--- config.mk ---
export PLATFORM = sky130hd
export DESIGN_NAME = column_l2_norm
export DESIGN_NICKNAME = d
export VERILOG_FILES = /design/src/hdl/cl2n_pkg.sv /design/src/hdl/column_l2_norm.sv
export SDC_FILE = /design/constraint.sdc
export NUM_CORES = 1
export LEC_CHECK = 0
export BUFFER_PORTS_ARGS = -buffer_cell sky130_fd_sc_hd__clkbuf_2
export CAP_MARGIN = 30
export CORE_MARGIN = 2
export CORE_UTILIZATION = 40
export CTS_CLUSTER_DIAMETER = 40
export DETAILED_ROUTE_END_ITERATION = 16
export PLACE_DENSITY = 0.58
export SLEW_MARGIN = 20
export SYNTH_ARGS = -nofsm -noshare
export SYNTH_HDL_FRONTEND = slang
export SYNTH_SLANG_ARGS = --single-unit
--- constraint.sdc ---
create_clock -name clk -period 7.13 [get_ports clk]
set_clock_uncertainty 0.1 [all_clocks]
set_input_delay 1.0695 -clock clk [delete_from_list [all_inputs] [get_ports clk]]
set_output_delay 1.0695 -clock clk [all_outputs]
set_load 0.02 [all_outputs]
--- src/hdl/cl2n_pkg.sv ---
// shared types and constants for the column l2 norm block
// no dependencies; imported by column_l2_norm
`timescale 1ns / 1ps
`default_nettype none

package cl2n_pkg;

    // port widths fixed by the interface
    localparam int CHAN_PORT_W = 16;
    localparam int NORM_W      = 22;
    localparam int INDEX_W     = 10;
    localparam int CFG_DATA_W  = 11;
    localparam int CFG_INDEX_W = 2;
    // wide enough for any clamped row or column count
    localparam int COUNT_W     = 17;

    localparam int DEF_ROW_LIMIT    = 1024;
    localparam int DEF_MAX_COLUMNS  = 1024;
    localparam int DEF_CHANNEL_BITS = 16;

    typedef enum logic [CFG_INDEX_W-1:0] {
        REG_ROW_COUNT    = 2'd0,
        REG_COLUMN_COUNT = 2'd1,
        REG_CHANNEL_MODE = 2'd2,
        REG_UNUSED       = 2'd3
    } cfg_reg_t;

    typedef enum logic [2:0] {
        ST_IDLE,
        ST_SQUARE,
        ST_ACC,
        ST_ROOT,
        ST_DONE
    } state_t;

endpackage

`default_nettype wire

--- src/hdl/column_l2_norm.sv ---
// column l2 norm: one shared multiplier squares the channels of each word,
// an iterative digit-by-digit unit takes the square root at each column end
// depends on cl2n_pkg
`timescale 1ns / 1ps
`default_nettype none

// Usage
// Input words (red, green, blue) arrive on in_valid / in_ready in column-major
// order. in_ready is high only while the sequencer is idle. An rgb word goes
// through the shared multiplier once per channel, then a final add; a scalar
// word (channel_mode = 1) takes only the red pass and the add.
// On the last row of a column the floor square root of the column sum is
// worked out one result bit per cycle, then loaded into the output register
// once that register is free.
// Results (norm, column_index) sit in an output register on out_valid /
// out_ready. A new word is taken while a result waits; only when the next
// root is ready and the receiver still stalls does the block hold off.
// Configuration writes (cfg_index, cfg_data) are always ready; index 3 is
// ignored. Writes are to be made while the block is idle; it does not enforce this.
// Reset clears the sum, positions and output valid, and sets row_count = 1,
// column_count = 1, channel_mode = 0.
module column_l2_norm
    import cl2n_pkg::*;
#(
    parameter int ROW_LIMIT    = DEF_ROW_LIMIT,
    parameter int MAX_COLUMNS  = DEF_MAX_COLUMNS,
    parameter int CHANNEL_BITS = DEF_CHANNEL_BITS
)
(
    input  wire logic                   clk,
    input  wire logic                   rst_n,

    input  wire logic                   in_valid,
    output logic                        in_ready,
    input  wire logic [CHAN_PORT_W-1:0] red,
    input  wire logic [CHAN_PORT_W-1:0] green,
    input  wire logic [CHAN_PORT_W-1:0] blue,

    output logic                        out_valid,
    input  wire logic                   out_ready,
    output logic [NORM_W-1:0]           norm,
    output logic [INDEX_W-1:0]          column_index,

    input  wire logic                   cfg_valid,
    output logic                        cfg_ready,
    input  wire logic [CFG_INDEX_W-1:0] cfg_index,
    input  wire logic [CFG_DATA_W-1:0]  cfg_data
);

    localparam int PROD_W     = 2 * CHANNEL_BITS;
    localparam int SUM_W      = PROD_W + 2 + $clog2(ROW_LIMIT);
    localparam int ROOT_STEPS = (SUM_W + 1) / 2;
    localparam int RAD_W      = 2 * ROOT_STEPS;
    localparam int REM_W      = ROOT_STEPS + 2;
    localparam int ITER_W     = $clog2(ROOT_STEPS + 1);

    state_t                  state_reg, state_next;

    logic [CFG_DATA_W-1:0]   row_count_reg, column_count_reg;
    logic                    channel_mode_reg;

    logic [SUM_W-1:0]        sum_reg, sum_next;
    logic [INDEX_W-1:0]      row_pos_reg, row_pos_next;
    logic [INDEX_W-1:0]      col_pos_reg, col_pos_next;
    logic                    sel_reg, sel_next;
    logic [ITER_W-1:0]       iter_reg, iter_next;
    logic                    out_valid_reg, out_valid_next;

    // payload registers
    logic [CHANNEL_BITS-1:0] green_reg, blue_reg;
    logic [PROD_W-1:0]       prod_reg, prod_next;
    logic [RAD_W-1:0]        rad_reg, rad_next;
    logic [REM_W-1:0]        rem_reg, rem_next;
    logic [ROOT_STEPS-1:0]   root_reg, root_next;
    logic [INDEX_W-1:0]      tag_reg, tag_next;
    logic [NORM_W-1:0]       norm_reg, norm_next;
    logic [INDEX_W-1:0]      index_reg, index_next;

    logic                    in_take;
    logic [CHANNEL_BITS-1:0] mul_in;
    logic [SUM_W-1:0]        acc_sum;
    logic [COUNT_W-1:0]      eff_rows, eff_cols;
    logic [COUNT_W-1:0]      row_pos_inc, col_pos_inc;
    logic [REM_W-1:0]        rem_shift, trial;

    assign in_ready     = (state_reg == ST_IDLE);
    assign in_take      = in_valid && in_ready;
    assign cfg_ready    = 1'b1;
    assign out_valid    = out_valid_reg;
    assign norm         = norm_reg;
    assign column_index = index_reg;

    // counts of zero act as one, above the maximum act as the maximum
    always_comb
    begin
        if (row_count_reg == '0)
            eff_rows = COUNT_W'(1);
        else if (COUNT_W'(row_count_reg) > COUNT_W'(ROW_LIMIT))
            eff_rows = COUNT_W'(ROW_LIMIT);
        else
            eff_rows = COUNT_W'(row_count_reg);

        if (column_count_reg == '0)
            eff_cols = COUNT_W'(1);
        else if (COUNT_W'(column_count_reg) > COUNT_W'(MAX_COLUMNS))
            eff_cols = COUNT_W'(MAX_COLUMNS);
        else
            eff_cols = COUNT_W'(column_count_reg);
    end

    assign row_pos_inc = COUNT_W'(row_pos_reg) + COUNT_W'(1);
    assign col_pos_inc = COUNT_W'(col_pos_reg) + COUNT_W'(1);

    // shared multiplier input: red straight from the port on acceptance
    always_comb
    begin
        if (state_reg == ST_IDLE)
            mul_in = CHANNEL_BITS'(red);
        else if (sel_reg)
            mul_in = blue_reg;
        else
            mul_in = green_reg;
    end

    assign acc_sum = sum_reg + SUM_W'(prod_reg);

    // one root digit per cycle
    assign rem_shift = {rem_reg[REM_W-3:0], rad_reg[RAD_W-1 -: 2]};
    assign trial     = {root_reg, 2'b01};

    always_comb
    begin
        state_next     = state_reg;
        sum_next       = sum_reg;
        row_pos_next   = row_pos_reg;
        col_pos_next   = col_pos_reg;
        sel_next       = sel_reg;
        iter_next      = iter_reg;
        out_valid_next = out_valid_reg;
        prod_next      = prod_reg;
        rad_next       = rad_reg;
        rem_next       = rem_reg;
        root_next      = root_reg;
        tag_next       = tag_reg;
        norm_next      = norm_reg;
        index_next     = index_reg;

        if (out_valid_reg && out_ready)
            out_valid_next = 1'b0;

        case (state_reg)
            ST_IDLE:
            begin
                if (in_take)
                begin
                    prod_next = PROD_W'(mul_in) * PROD_W'(mul_in);
                    sel_next  = 1'b0;
                    state_next = channel_mode_reg ? ST_ACC : ST_SQUARE;
                end
            end
            ST_SQUARE:
            begin
                sum_next  = acc_sum;
                prod_next = PROD_W'(mul_in) * PROD_W'(mul_in);
                if (sel_reg)
                    state_next = ST_ACC;
                else
                    sel_next = 1'b1;
            end
            ST_ACC:
            begin
                if (row_pos_inc < eff_rows)
                begin
                    sum_next     = acc_sum;
                    row_pos_next = row_pos_inc[INDEX_W-1:0];
                    state_next   = ST_IDLE;
                end
                else
                begin
                    // column end: hand the total to the root unit, clear it
                    rad_next     = RAD_W'(acc_sum);
                    rem_next     = '0;
                    root_next    = '0;
                    iter_next    = ITER_W'(ROOT_STEPS - 1);
                    sum_next     = '0;
                    row_pos_next = '0;
                    tag_next     = col_pos_reg;
                    if (col_pos_inc < eff_cols)
                        col_pos_next = col_pos_inc[INDEX_W-1:0];
                    else
                        col_pos_next = '0;
                    state_next   = ST_ROOT;
                end
            end
            ST_ROOT:
            begin
                rad_next = rad_reg << 2;
                if (rem_shift >= trial)
                begin
                    rem_next  = rem_shift - trial;
                    root_next = {root_reg[ROOT_STEPS-2:0], 1'b1};
                end
                else
                begin
                    rem_next  = rem_shift;
                    root_next = {root_reg[ROOT_STEPS-2:0], 1'b0};
                end
                if (iter_reg == '0)
                    state_next = ST_DONE;
                else
                    iter_next = iter_reg - ITER_W'(1);
            end
            ST_DONE:
            begin
                if (!out_valid_reg || out_ready)
                begin
                    norm_next      = NORM_W'(root_reg);
                    index_next     = tag_reg;
                    out_valid_next = 1'b1;
                    state_next     = ST_IDLE;
                end
            end
            default:
            begin
                state_next = ST_IDLE;
            end
        endcase
    end

    always_ff @(posedge clk or negedge rst_n)
    begin
        if (!rst_n)
        begin
            state_reg        <= ST_IDLE;
            row_count_reg    <= CFG_DATA_W'(1);
            column_count_reg <= CFG_DATA_W'(1);
            channel_mode_reg <= 1'b0;
            sum_reg          <= '0;
            row_pos_reg      <= '0;
            col_pos_reg      <= '0;
            sel_reg          <= 1'b0;
            iter_reg         <= '0;
            out_valid_reg    <= 1'b0;
        end
        else
        begin
            state_reg     <= state_next;
            sum_reg       <= sum_next;
            row_pos_reg   <= row_pos_next;
            col_pos_reg   <= col_pos_next;
            sel_reg       <= sel_next;
            iter_reg      <= iter_next;
            out_valid_reg <= out_valid_next;
            if (cfg_valid && cfg_ready)
            begin
                case (cfg_index)
                    REG_ROW_COUNT:    row_count_reg    <= cfg_data;
                    REG_COLUMN_COUNT: column_count_reg <= cfg_data;
                    REG_CHANNEL_MODE: channel_mode_reg <= cfg_data[0];
                    default:          ;
                endcase
            end
        end
    end

    always_ff @(posedge clk)
    begin
        if (in_take)
        begin
            green_reg <= CHANNEL_BITS'(green);
            blue_reg  <= CHANNEL_BITS'(blue);
        end
        prod_reg  <= prod_next;
        rad_reg   <= rad_next;
        rem_reg   <= rem_next;
        root_reg  <= root_next;
        tag_reg   <= tag_next;
        norm_reg  <= norm_next;
        index_reg <= index_next;
    end

endmodule

`default_nettype wire

Yosys cells after proc, flatten, opt, wreduce, memory -nomap -nowiden
Index checks and enable logic that the tools add are counted.
{ "totals": {"latchBits": 0, "wordCells": 99, "inputBits": 66, "mem_bits_ro": 0, "regBits": 291, "ram_bits": 0, "mem_count": 0} }
{ "classes": {"eq_ne": 12, "div": 0, "n_mul": 1, "mux": 35, "bitwise_logic": 1, "add_sub_neg": 5, "n_lt_le_gt_ge": 5, "n_shift": 0, "reduce_logical": 21} }
{ "ops": {"columns": ["cell", "n"], "rows": [
  ["$pmux W44 S2", 2],
  ["$mux W44", 2],
  ["$pmux W22 S2", 2],
  ["$mux W22", 3],
  ["$pmux W32 S2", 1],
  ["$add A44 B32 Y44", 1],
  ["$lt A11 B17 Y1", 2],
  ["$mux W11", 3],
  ["$mul A16 B16 Y32", 1],
  ["$mux W16", 2],
  ["$mux W32", 1],
  ["$ge A24 B24 Y1", 1],
  ["$add A10 B1 Y11 const B", 2],
  ["$gt A11 B11 Y1 const B", 2],
  ["$logic_not A11 Y1", 2],
  ["$sub A22 B22 Y22", 1],
  ["$mux W10", 2],
  ["$mux W17", 1],
  ["$pmux W3 S5", 1],
  ["$reduce_and A2 Y1", 7],
  ["$mux W3", 4],
  ["$mux W5", 2],
  ["$ne A2 B2 Y1 const B", 5],
  ["$pmux W5 S2", 1],
  ["20 further kinds", 29]
]} }

Logic depth before layout (Yosys ltp)
{ "logic_depth": {"depth_word": 6, "mapped_depth": 31, "ltp_nobuf": 28} }

Least setup slack after synthesis
Ideal clock, no wire load.
{ "synth_timing": {"path_type": "flip-flop to flip-flop", "start": "register state_reg[1]", "end": "register prod_reg[31], data pin", "setup_ns": 0.259, "n_path_buf": 3, "path_stages_with_launch": 29, "period_less_slack_ns": 7.525, "path_slack_ns": -0.395, "t_required_ns": 6.771, "t_arrival_ns": 7.166, "cell_sequence": "dfrtp_1 clkbuf_1 nor3_1 clkbuf_1 clkbuf_1 nand2_1 o21ai_1 inv_1 nor2_1 fa_1 inv_1 fa_1 inv_1 fa_1 fa_1 fa_1 inv_1 fa_1 inv_1 ha_1 o21ai_0 a21oi_1 a211oi_1 a2111o_1 a31oi_1 a211oi_1 o21ai_0 a21oi_1 xnor2_1"} }
{ "synth_between": {"elab_chain_cells": 5, "elab_cells_between_ends": 6, "cone_classes": "mul: 1; eq/ne: 1; mux: 3; reduce/logical: 1"} }
{ "synth_rtl": {"columns": ["element", "line", "text"], "rows": [
  ["from (decl)", "column_l2_norm.sv:57", "state_t state_reg, state_next;"],
  ["from (signal assigned)", "column_l2_norm.sv:247", "state_reg <= state_next;"],
  ["$logic_not A3 Y1 *", null, null],
  ["named net in_ready", "column_l2_norm.sv:34", "output logic in_ready,"],
  ["$mux W16", "column_l2_norm.sv:117", "if (state_reg == ST_IDLE)"],
  ["$mul A16 B16 Y32", "column_l2_norm.sv:156, column_l2_norm.sv:164", null],
  ["$mux W32", "column_l2_norm.sv:154", "if (in_take)"],
  ["$pmux W32 S2 *", "column_l2_norm.sv:151", "case (state_reg)"],
  ["named net prod_next[31]", "column_l2_norm.sv:71", "logic [PROD_W-1:0] prod_reg, prod_next;"],
  ["to (signal assigned)", "column_l2_norm.sv:273", "prod_reg <= prod_next;"],
  ["to (decl)", "column_l2_norm.sv:71", null]
]} }
The timed path passes the listed nets; every way through them passes the cells marked *. The select of a mux whose other input is x is not followed.
A chain may end at the register's enable or synchronous reset.

Worst setup path in the final report
{ "layout_timing": {"start": "register state_reg[0]", "end": "register prod_reg[29], data pin"} }
{ "layout_between": {"elab_chain_cells": 5, "elab_cells_between_ends": 6, "cone_classes": "mul: 1; eq/ne: 1; mux: 3; reduce/logical: 1"} }
{ "layout_rtl": {"columns": ["element", "line"], "rows": [
  ["$logic_not A3 Y1", "column_l2_norm.sv:117, column_l2_norm.sv:151"],
  ["$mux W16", "column_l2_norm.sv:117"],
  ["$mul A16 B16 Y32", "column_l2_norm.sv:156, column_l2_norm.sv:164"],
  ["$mux W32", "column_l2_norm.sv:154"],
  ["$pmux W32 S2 *", "column_l2_norm.sv:151"],
  ["named net prod_next[29]", "column_l2_norm.sv:71"]
]} }
Marks and branches as above.

==> summary.md <==
| Metric | Value |
|---|---|
| Die H | `238.5 um` |
| Placed cell area | `approximately 24,000 um2` |
| Crit-path max FO | `5` |
| Synthesized instance count | `between 2k and 2.5k` |
| Top Ports | `101` |
| GRT Total Usage | `between 10% and 20%` |
| Final hold slack | `between 0.3 and 0.4 ns` |
| WP buf/inv | `9` |
| EDFF count, synth | `between 150 and 200` |
| Hold buffer count at cts | `0` |
| Antenna cell count | `0` |
| Area Overhead vs Synth | `20.58%` |
| Synth Cell Area | `about 22,000 um2` |
| Reg2Reg Setup Slack | `roughly 0.27 ns` |
| First-pass GRT wire length | `79.76 mm` |
| CTS clk-pin slew, worst paths | `0.06 ns` |
| Pre-antenna DRT Iters | `5` |
| Final WS setup | `between 0.2 and 0.3 ns` |
| Drt total wl | `between 40 and 50 mm` |
| Top FF cell, synth | `edfxtp_1` |
| Num CTS Buffers | `between 40 and 50` |
| Register bit total from synthesis | `290` |
| Distinct cell type count after synthesis | `77` |
| Crit path max-delay family | `adder cells` |
| Initial antenna violation count | `0` |
| Post-layout min period | `about 6.9 ns` |
| Crit Path Class | `register to register` |
| Commonest non-fill, non-tap cell in the layout | `inv_1` |
| Die W | `238.5 um` |
| Asr flop ratio synth | `between 30% and 40%` |
| Critical Path AT | `7.06 ns` |
| Final Max Slew Viols | `0` |
| Mux cell area share after synthesis | `3.039%` |
| Largest net degree at the start of global routing | `74` |
| Rel. slew slack | `40.22%` |
| WL/cell | `between 15 and 20 um` |
| Cell repeated most along the worst path | `fa_1` |
| Min-delay worst type | `register to register` |
| Fin. Hold Viols | `0` |
| Register area share after synthesis | `37.41%` |
| Die area | `56,860 um2` |
| CTS H-tree lvls | `2` |
| Non-Filler Instances | `between 3k and 4k` |
| Max stage delay on crit path | `0.54 ns` |
| Filler instances | `between 4k and 5k` |
| Placed cell count | `3,024` |
| Setup WS pre-CTS | `-0.1985 ns` |
| Ys Warns | `0` |
| DRC viols | `0` |
| Vias post-DR | `approximately 16k` |
| Design area | `between 20,000 and 30,000 um2` |
| Core ar. | `~54,000 um2` |
| Net Count, Synth | `between 2k and 3k` |
| Avg Vias per Cell | `just over 5` |
| Critical-path top delay cell | `fa_1` |
| Max cap viols | `0` |
| Setup Viol. Count Final | `0` |
| Adder-Cell Fraction of Synth Area | `between 20% and 30%` |
| Post-Synth XOR/XNOR Area | `about 4.2%` |
| Placer congestion estimate | `a little under 0.9` |
| Crit end category | `register` |
| Clk buf depth | `3` |
| Rows | `between 80 and 90` |
| Status | `finished clean` |
| Root Driver | `clkbuf_16` |
| TritonCTS clock tree | `done` |
| Compound-Gate Fraction of Synth Area | `12.03%` |
| Initial Util | `between 40% and 50%` |
| DP HPWL | `roughly 37 mm` |
| Clock sink total | `a little under 300` |
| Total Nets Final | `around 2.8k` |
| Crit share post-route | `96.18%` |
| Worst Path Required | `7.33 ns` |
| Fmax | `~150 MHz` |
| ANT nets after route | `0` |
| Largest family of logic cells by synthesized area | `adder cells` |
| Mapped Avg Cell Area | `between 10 and 15 um2` |
| Clock latency on the worst-skew pair | `0.58 ns` |
| Post-synthesis simple-gate area fraction | `a little under an eighth` |
| Worst-Margin Slew | `approximately 0.90 ns` |
| Commonest non-fill, non-tap cells in the layout | `inv_1 (290), nand2_1 (242), edfxtp_1 (193)` |
| Critical path launch point type | `register` |
| Share of cells above drive strength 1 | `just under 20%` |
| Total gr overflow | `0` |
| Drt initial violations | `slightly below 900` |
| I/O Buffers | `99` |
| Vias in the first global route | `around 16k` |
## cells in the mapped netlist, types with 17 or more instances
| master | n | area (um2) |
|---|---|---|
| a21o_1 | 41 | 307.8 |
| a21oi_1 | 91 | 455.4 |
| a31oi_1 | 18 | 112.6 |
| and2_1 | 19 | 118.9 |
| clkbuf_1 | 54 | 202.7 |
| dfrtp_1 | 95 | 2377 |
| edfxtp_1 | 193 | 5796 |
| fa_1 | 164 | 3283 |
| ha_1 | 177 | 2215 |
| inv_1 | 300 | 1126 |
| mux2_2 | 30 | 337.8 |
| mux2i_1 | 33 | 330.3 |
| nand2_1 | 250 | 938.4 |
| nand2b_1 | 17 | 106.4 |
| nand3_1 | 43 | 215.2 |
| nor2_1 | 168 | 630.6 |
| o21a_1 | 19 | 142.6 |
| o21ai_0 | 102 | 510.5 |
| o31ai_1 | 18 | 135.1 |
| xnor2_1 | 75 | 656.9 |
| xor2_1 | 30 | 262.8 |
## path summary, 6_finish.rpt
path	from	end	depth (start not counted)
max	state_reg[0]	prod_reg[29]	30
min	tag_reg[1]	column_index[1]	0
max reg2reg	state_reg[0]	prod_reg[29]	30
min reg2reg	tag_reg[1]	column_index[1]	0
max in group asynchronous	rst_n	column_count_reg[0]	3
min in group asynchronous	rst_n	sum_reg[38]	1
## per-stage QoR
step	setup TNS (ns)	utilization, %
floorplan	0	-
global placement	-0.1227	44.56
detailed placement	-0.4198	44.57
CTS	0	47.60
global route	-0.09968	48.98
finish	0	48.98
## area by class of cell
| class | instances | area [um2] | area share [%] |
|---|---|---|---|
| sequential | 290 | 8225 | 31.02 |
| timing repair buffer | 266 | 1941 | 7.319 |
| clock inverter | 39 | 372.9 | 1.406 |
| tap | 696 | 870.8 | 3.285 |
| multi-input combinational | 1504 | 12710 | 47.94 |
| inverter | 303 | 1141 | 4.304 |
| clock buffer | 53 | 1251 | 4.719 |
## timing repair
item,4_1_cts,5_1_grt
gates cloned,0,6
setup endpoints to repair,1,11
endpoints found under the hold margin,0,0
gates resized for setup,2,101
setup buffers,0,26
pin swaps,0,51
## logic make-up (layout without fill, tap and decap cells)
| kind of cell | Yosys count | after routing |
|---|---|---|
| buffers and inverters | 373 | 661 |
| AND/OR/NAND/NOR | 590 | 590 |
| multiplexers | 63 | 63 |
| adder cells (fa/ha/maj) | 341 | 341 |
| AO/OA/AOI/OAI | 404 | 404 |
| XOR/XNOR | 105 | 105 |
| flip-flops | 290 | 290 |
| other | 1 | 1 |
## routing by layer
metal  global-route usage (%)  vias up  wire, um
li1                         -     7886         -
met1                    22.16     7740     21960
met2                    29.26      345     23560
met3                    2.811       82      2347
met4                    4.943        0      1196
met5                        0        -         0
Power is not shown: default switching activity piles up to over one toggle a cycle in this logic, so the estimate is an artifact.
